**config.mk**
```make
export PLATFORM = sky130hd
export DESIGN_NAME = tslt_cell
export DESIGN_NICKNAME = d
export VERILOG_FILES = /design/src/rtl/tslt_pkg.sv /design/src/rtl/tslt_cell.sv
export SDC_FILE = /design/constraint.sdc
export NUM_CORES = 1
export LEC_CHECK = 0
export BUFFER_PORTS_ARGS = -buffer_cell sky130_fd_sc_hd__buf_2
export CAP_MARGIN = 20
export CORE_AREA = 2 2 115 117
export CTS_BUF_LIST = sky130_fd_sc_hd__clkbuf_8 sky130_fd_sc_hd__clkbuf_16
export CTS_CLUSTER_DIAMETER = 60
export DETAILED_ROUTE_END_ITERATION = 6
export DIE_AREA = 0 0 117 119
export GPL_TIMING_DRIVEN = 0
export PLACE_DENSITY = 0.83
export SLEW_MARGIN = 20
export SYNTH_ARGS = -nofsm -noshare
export SYNTH_HDL_FRONTEND = slang
export SYNTH_SLANG_ARGS = --single-unit
```
**constraint.sdc**
```tcl
create_clock -name clk -period 3.1 [get_ports clk]
set_input_delay 0.465 -clock clk [delete_from_list [all_inputs] [get_ports clk]]
set_output_delay 0.465 -clock clk [all_outputs]
set_load 0.01 [all_outputs]
```
**src/rtl/tslt_pkg.sv**
```systemverilog
package tslt_pkg;

  localparam int SCORE_W     = 32;
  localparam int IDX_FIELD_W = 16;
  localparam int CFG_CNT_W   = 6;

  // per-cell control, decoded anew each cycle; at most one member is set
  typedef struct packed {
    logic rotate;     // take the entry of the rotate source (read-out)
    logic shift;      // take the entry of the left neighbor (insertion)
    logic load_new;   // take the offered entry
  } cell_ctrl_t;

endpackage

```
**src/rtl/tslt_cell.sv**
```systemverilog
module tslt_cell #(
  parameter int IDX_W = 16
) (
  input  logic                                clk,
  input  tslt_pkg::cell_ctrl_t                ctrl,
  input  logic signed [tslt_pkg::SCORE_W-1:0] new_score,
  input  logic [IDX_W-1:0]                    new_query,
  input  logic [IDX_W-1:0]                    new_target,
  input  logic signed [tslt_pkg::SCORE_W-1:0] left_score,
  input  logic [IDX_W-1:0]                    left_query,
  input  logic [IDX_W-1:0]                    left_target,
  input  logic signed [tslt_pkg::SCORE_W-1:0] rot_score,
  input  logic [IDX_W-1:0]                    rot_query,
  input  logic [IDX_W-1:0]                    rot_target,
  input  logic signed [tslt_pkg::SCORE_W-1:0] threshold,
  output logic signed [tslt_pkg::SCORE_W-1:0] score,
  output logic [IDX_W-1:0]                    query,
  output logic [IDX_W-1:0]                    target,
  output logic                                le_new,
  output logic                                ge_thr
);
  import tslt_pkg::*;

  assign le_new = (score <= new_score);
  assign ge_thr = (score >= threshold);

  always_ff @(posedge clk) begin
    if (ctrl.rotate) begin
      score  <= rot_score;
      query  <= rot_query;
      target <= rot_target;
    end else if (ctrl.shift) begin
      score  <= left_score;
      query  <= left_query;
      target <= left_target;
    end else if (ctrl.load_new) begin
      score  <= new_score;
      query  <= new_query;
      target <= new_target;
    end
  end

endmodule

```
After elaboration in Yosys (flattened, before gate mapping)

Cells that the tools add are included.

$add $sub $neg: 0
Multiply operators: 0
Divide/modulo/power cells: 0
Magnitude comparators: 2
Equal/unequal tests: 0
Shift-type cells: 0
Multiplexer cells: 9
Bitwise gates (word level): 0
Reductions and logical operators: 1

Operator list:

| cell              | count |
|---|---|
| $mux 16           | 6 |
| $mux 32           | 3 |
| $ge 32x32->1      | 1 |
| $le 32x32->1      | 1 |
| $reduce_bool 3->1 | 1 |

Register bits after elaboration: 64
Latch bits: 0
Bits in writable memories: 0
ROM bits: 0
Memories kept: 0

Longest topological paths before layout

Word-level depth: 3
Mapped depth: 8
Mapped depth without buffers: 8

Worst setup path before layout

No wires, ideal clock.

Path kind: input port to flip-flop
Start point: in ctrl[2] in the netlist's numbering
End point: reg query[0] (enable)
Setup time: 425 ps
Arrival: 2134 ps
Slack: 541 ps
Stages: 2
Path buffers: 1
Cell sequence: clkbuf_1 -> or3_1

Word-level cells in the longest chain between the ends: 1

Ends and longest elaborated chain:

| element                     | RTL line        | RTL |
|---|---|---|
| start, declared             | tslt_cell.sv:5  | `input tslt_pkg::cell_ctrl_t ctrl,` |
| $reduce_bool 3->1 (no line) | --              |  |
| end signal, assigned        | tslt_cell.sv:30 | `query <= rot_query;` |
| end signal, assigned        | tslt_cell.sv:34 | `query <= left_query;` |
| end signal, assigned        | tslt_cell.sv:38 | `query <= new_query;` |
| end, declared               | tslt_cell.sv:17 | `output logic [IDX_W-1:0] query,` |

Every way passes these cells.
A chain may end at the register's enable or synchronous reset.

Worst setup path in the final report

Start point: reg score[14] in the netlist's numbering
End point: out le_new

Word-level cells in the longest chain between the ends: 1

Ends and longest elaborated chain:

| element                | RTL line        | RTL |
|---|---|---|
| start, declared        | tslt_cell.sv:16 | `output logic signed [tslt_pkg::SCORE_W-1:0] score,` |
| start signal, assigned | tslt_cell.sv:29 | `score <= rot_score;` |
| start signal, assigned | tslt_cell.sv:33 | `score <= left_score;` |
| start signal, assigned | tslt_cell.sv:37 | `score <= new_score;` |
| $le 32x32->1           | tslt_cell.sv:24 | `assign le_new = (score <= new_score);` |
| end, declared          | tslt_cell.sv:19 | `output logic le_new,` |

Every way passes these cells.

==> flow_metrics.tcl <==
set metrics [dict create \
    finalCriticalPeriod_ns 2.97 \
    vias 4824 \
    die_area_mm2 0.0139 \
    drcViolationCount 0 \
    syn_area_mm2 0.00483 \
    synth.yosys.seq_area_share_pct 39.8 \
    hpwl_um 13000 \
    drv_slew 0 \
    grt_use_total_pct 21.6 \
    slew_headroom_pct 51.6 \
    antenna_found_initial 1 \
    status "completed" \
    cts_tree "yes" \
    die_x_um 117 \
    hold_viol 0 \
    grt_pass1_vias 4756 \
    cts_buffers 9 \
    syn_inst 503 \
    num_io_pins 294 \
    syn_nets 795 \
    clk_pin_slew_ns 0.06 \
    grt_max_degree 37 \
    cts_root_buf "clkbuf_16" \
    p_clk_share_pct 34.8 \
    comb_power_share_pct 26.9 \
    path_max_fanout 3 \
    nets 1099 \
    seqPwrFrac_pct 38.2 \
    fp.coreArea_mm2 0.0129 \
    worst_pin_slew_ns 0.726 \
    clkSinkCount 64 \
    portBuffers 291 \
    p_switching_w 0.000889 \
    cp.required_ns 2.63 \
    leakage_nw 3.69 \
    synth-xor-area-share_pct 0 \
    design_area_mm2 0.00690 \
    yosys.area_share.simple_pct 9.87 \
    drt-wirelength-per-cell_um 15.7 \
    start_util_pct 37.5 \
    ys_warn_count 0 \
    start_kind "flop" \
    powerDensity_mw_per_mm2 428 \
    total_power_w 0.00296 \
    vdd_drop_max_v 0.000272 \
    drtAntennaViolNets 0 \
    via_per_inst 4.88 \
    synth_compound_area_share_pct 13.6 \
    cp.arrival_ns 2.50 \
    grt_pass1_wl_um 23000 \
    htreeDepth 3 \
    hold_buffers 0 \
    synth_top_family_by_area "adder cells" \
    routabilityCongestion 0.885 \
    syn_to_final_growth_pct 42.9 \
    hp-class "in -> reg" \
    synth_seq_cells 64 \
    wl_um 15500 \
    synth_mux_area_share_pct 13.5 \
    dieHeight_um 119 \
    rows 42 \
    endpoint_kind "primary output" \
    avgSynthCellArea_um2 9.60 \
    post_dp_cell_area_mm2 0.00653 \
    cap_viol_max_count 0 \
    fmax_mhz 337 \
    p_int_w 0.00207 \
    switching_share_pct 30.1 \
    gr-total-overflow 0 \
    period_share_pct 95.7 \
    synth_cell_types 30 \
    setup_viol 0 \
    drive_gt1_share_pct 39.8 \
    synthAdderAreaFrac_pct 16.6 \
    worst-setup-path-type "reg -> out" \
    cts_buffer_depth 2 \
    drt_iter0_markers 251 \
    drt_pass1_iterations 4 \
]
[stage by stage]
step           utilization, %  setup TNS, ns  instances  hold WS, ns  setup WS (ns)
2_1_floorplan               -              0        503        0.652          0.541
3_3_place_gp             50.5         -19.64        970        0.743         -0.313
3_5_place_dp             50.7              0        971        0.747         0.0226
4_1_cts                  53.2              0        986        0.401         0.0177
5_1_grt                  53.6       -0.00121        988        0.413       -0.00121
6_report                 53.6              0        988        0.411          0.133
[placed cells by master (no fill, tap or decap), types with 2 or more instances in the layout]
cell,count
buf_2,297
nand2_1,74
o21ai_0,69
mux2i_1,64
ha_1,64
edfxtp_1,64
inv_1,63
a21oi_1,25
clkbuf_1,15
nand4_1,15
a21o_1,9
clkbuf_16,9
nand3_1,7
nor2_1,4
nor2b_1,3
clkinvlp_4,3
nor4_4,2
a211oi_1,2
o211ai_1,2
a21boi_2,2
[layer usage]
metal	GRT usage, %	wire [um]
met5	0	0
met4	7.21	335
met1	25.2	6340
met3	4.38	916
met2	38.8	7870
[flip-flops by register name (all words and copies together), names as in the netlist]
name and count:
score 32, target 16, query 16
[power by group through the flow]
stage | Combinational (W) | Clock, W | Sequential [W]
after floorplan | 0.000362 | 0 | 0.00119
after global routing | 0.000891 | 0.00109 | 0.00114
after global placement | 0.000758 | 0 | 0.00115
final | 0.000796 | 0.00103 | 0.00113
after CTS | 0.000789 | 0.00106 | 0.00113
after detailed placement | 0.000783 | 0 | 0.00115
[final cells by class]
| class | instances | area (um^2) |
|---|---|---|
| Fill cell | 1197 | 5970 |
| Sequential cell | 64 | 1920 |
| Buffer | 21 | 86.3 |
| Clock buffer | 9 | 225 |
| Clock inverter | 6 | 70.1 |
| Antenna cell | 1 | 2.50 |
| Multi-Input combinational cell | 355 | 2660 |
| Tap cell | 176 | 220 |
| Timing Repair Buffer | 293 | 1480 |
| Inverter | 63 | 236 |
[kinds of logic after synthesis]
kind of cell / count (synthesis)
compound gates: 117
mux: 65
flops: 64
buf+inv: 84
fa+ha+maj: 64
simple gates: 109
[path summary, 6_finish.rpt]
check	from	depth (start not counted)	slack (ns)	endpoint
worst max-delay path	score[14]	7	0.13	le_new
worst min-delay path	rot_target[5]	3	0.41	target[5]
[Yosys cell counts]
master / instances / area (um^2)
nor2_1: 4 / 15.0
ha_1: 64 / 801
nand3_1: 7 / 35.0
mux2i_1: 64 / 641
o2111ai_1: 1 / 8.76
o31ai_1: 1 / 7.51
o21ai_0: 69 / 345
mux2_1: 1 / 11.3
o21bai_1: 1 / 7.51
nor2b_1: 3 / 18.8
clkbuf_1: 15 / 56.3
o21a_1: 1 / 7.51
a21boi_1: 2 / 15.0
nand4_1: 15 / 93.8
o22ai_1: 1 / 6.26
or3_1: 1 / 6.26
a21o_1: 9 / 67.6
nor4_1: 3 / 18.8
buf_2: 6 / 30.0
edfxtp_1: 64 / 1920
inv_1: 63 / 236
nor3_1: 1 / 5.00
a21oi_1: 25 / 125
a2111oi_0: 1 / 8.76
o41ai_2: 1 / 16.3
a211oi_1: 2 / 15.0
o211ai_1: 2 / 15.0
nand2_1: 74 / 278
a221o_1: 1 / 10.0
and3_1: 1 / 6.26
[worst max-delay path, cell delays in order, from the launching register on]
cell and delay [ns]:
edfxtp_1 0.42, ha_1 0.34, nand4_1 0.20, a211oi_1 0.49
o41ai_4 0.15, o2111ai_2 0.10, mux2_1 0.33, buf_2 0.15
[repair_timing]
item | in CTS | in global routing
pin swaps | 0 | 4
setup endpoints to repair | 2 | 2
buffers inserted | 0 | 1
gates resized for setup | 3 | 8
(Power assumes the default switching activity.)
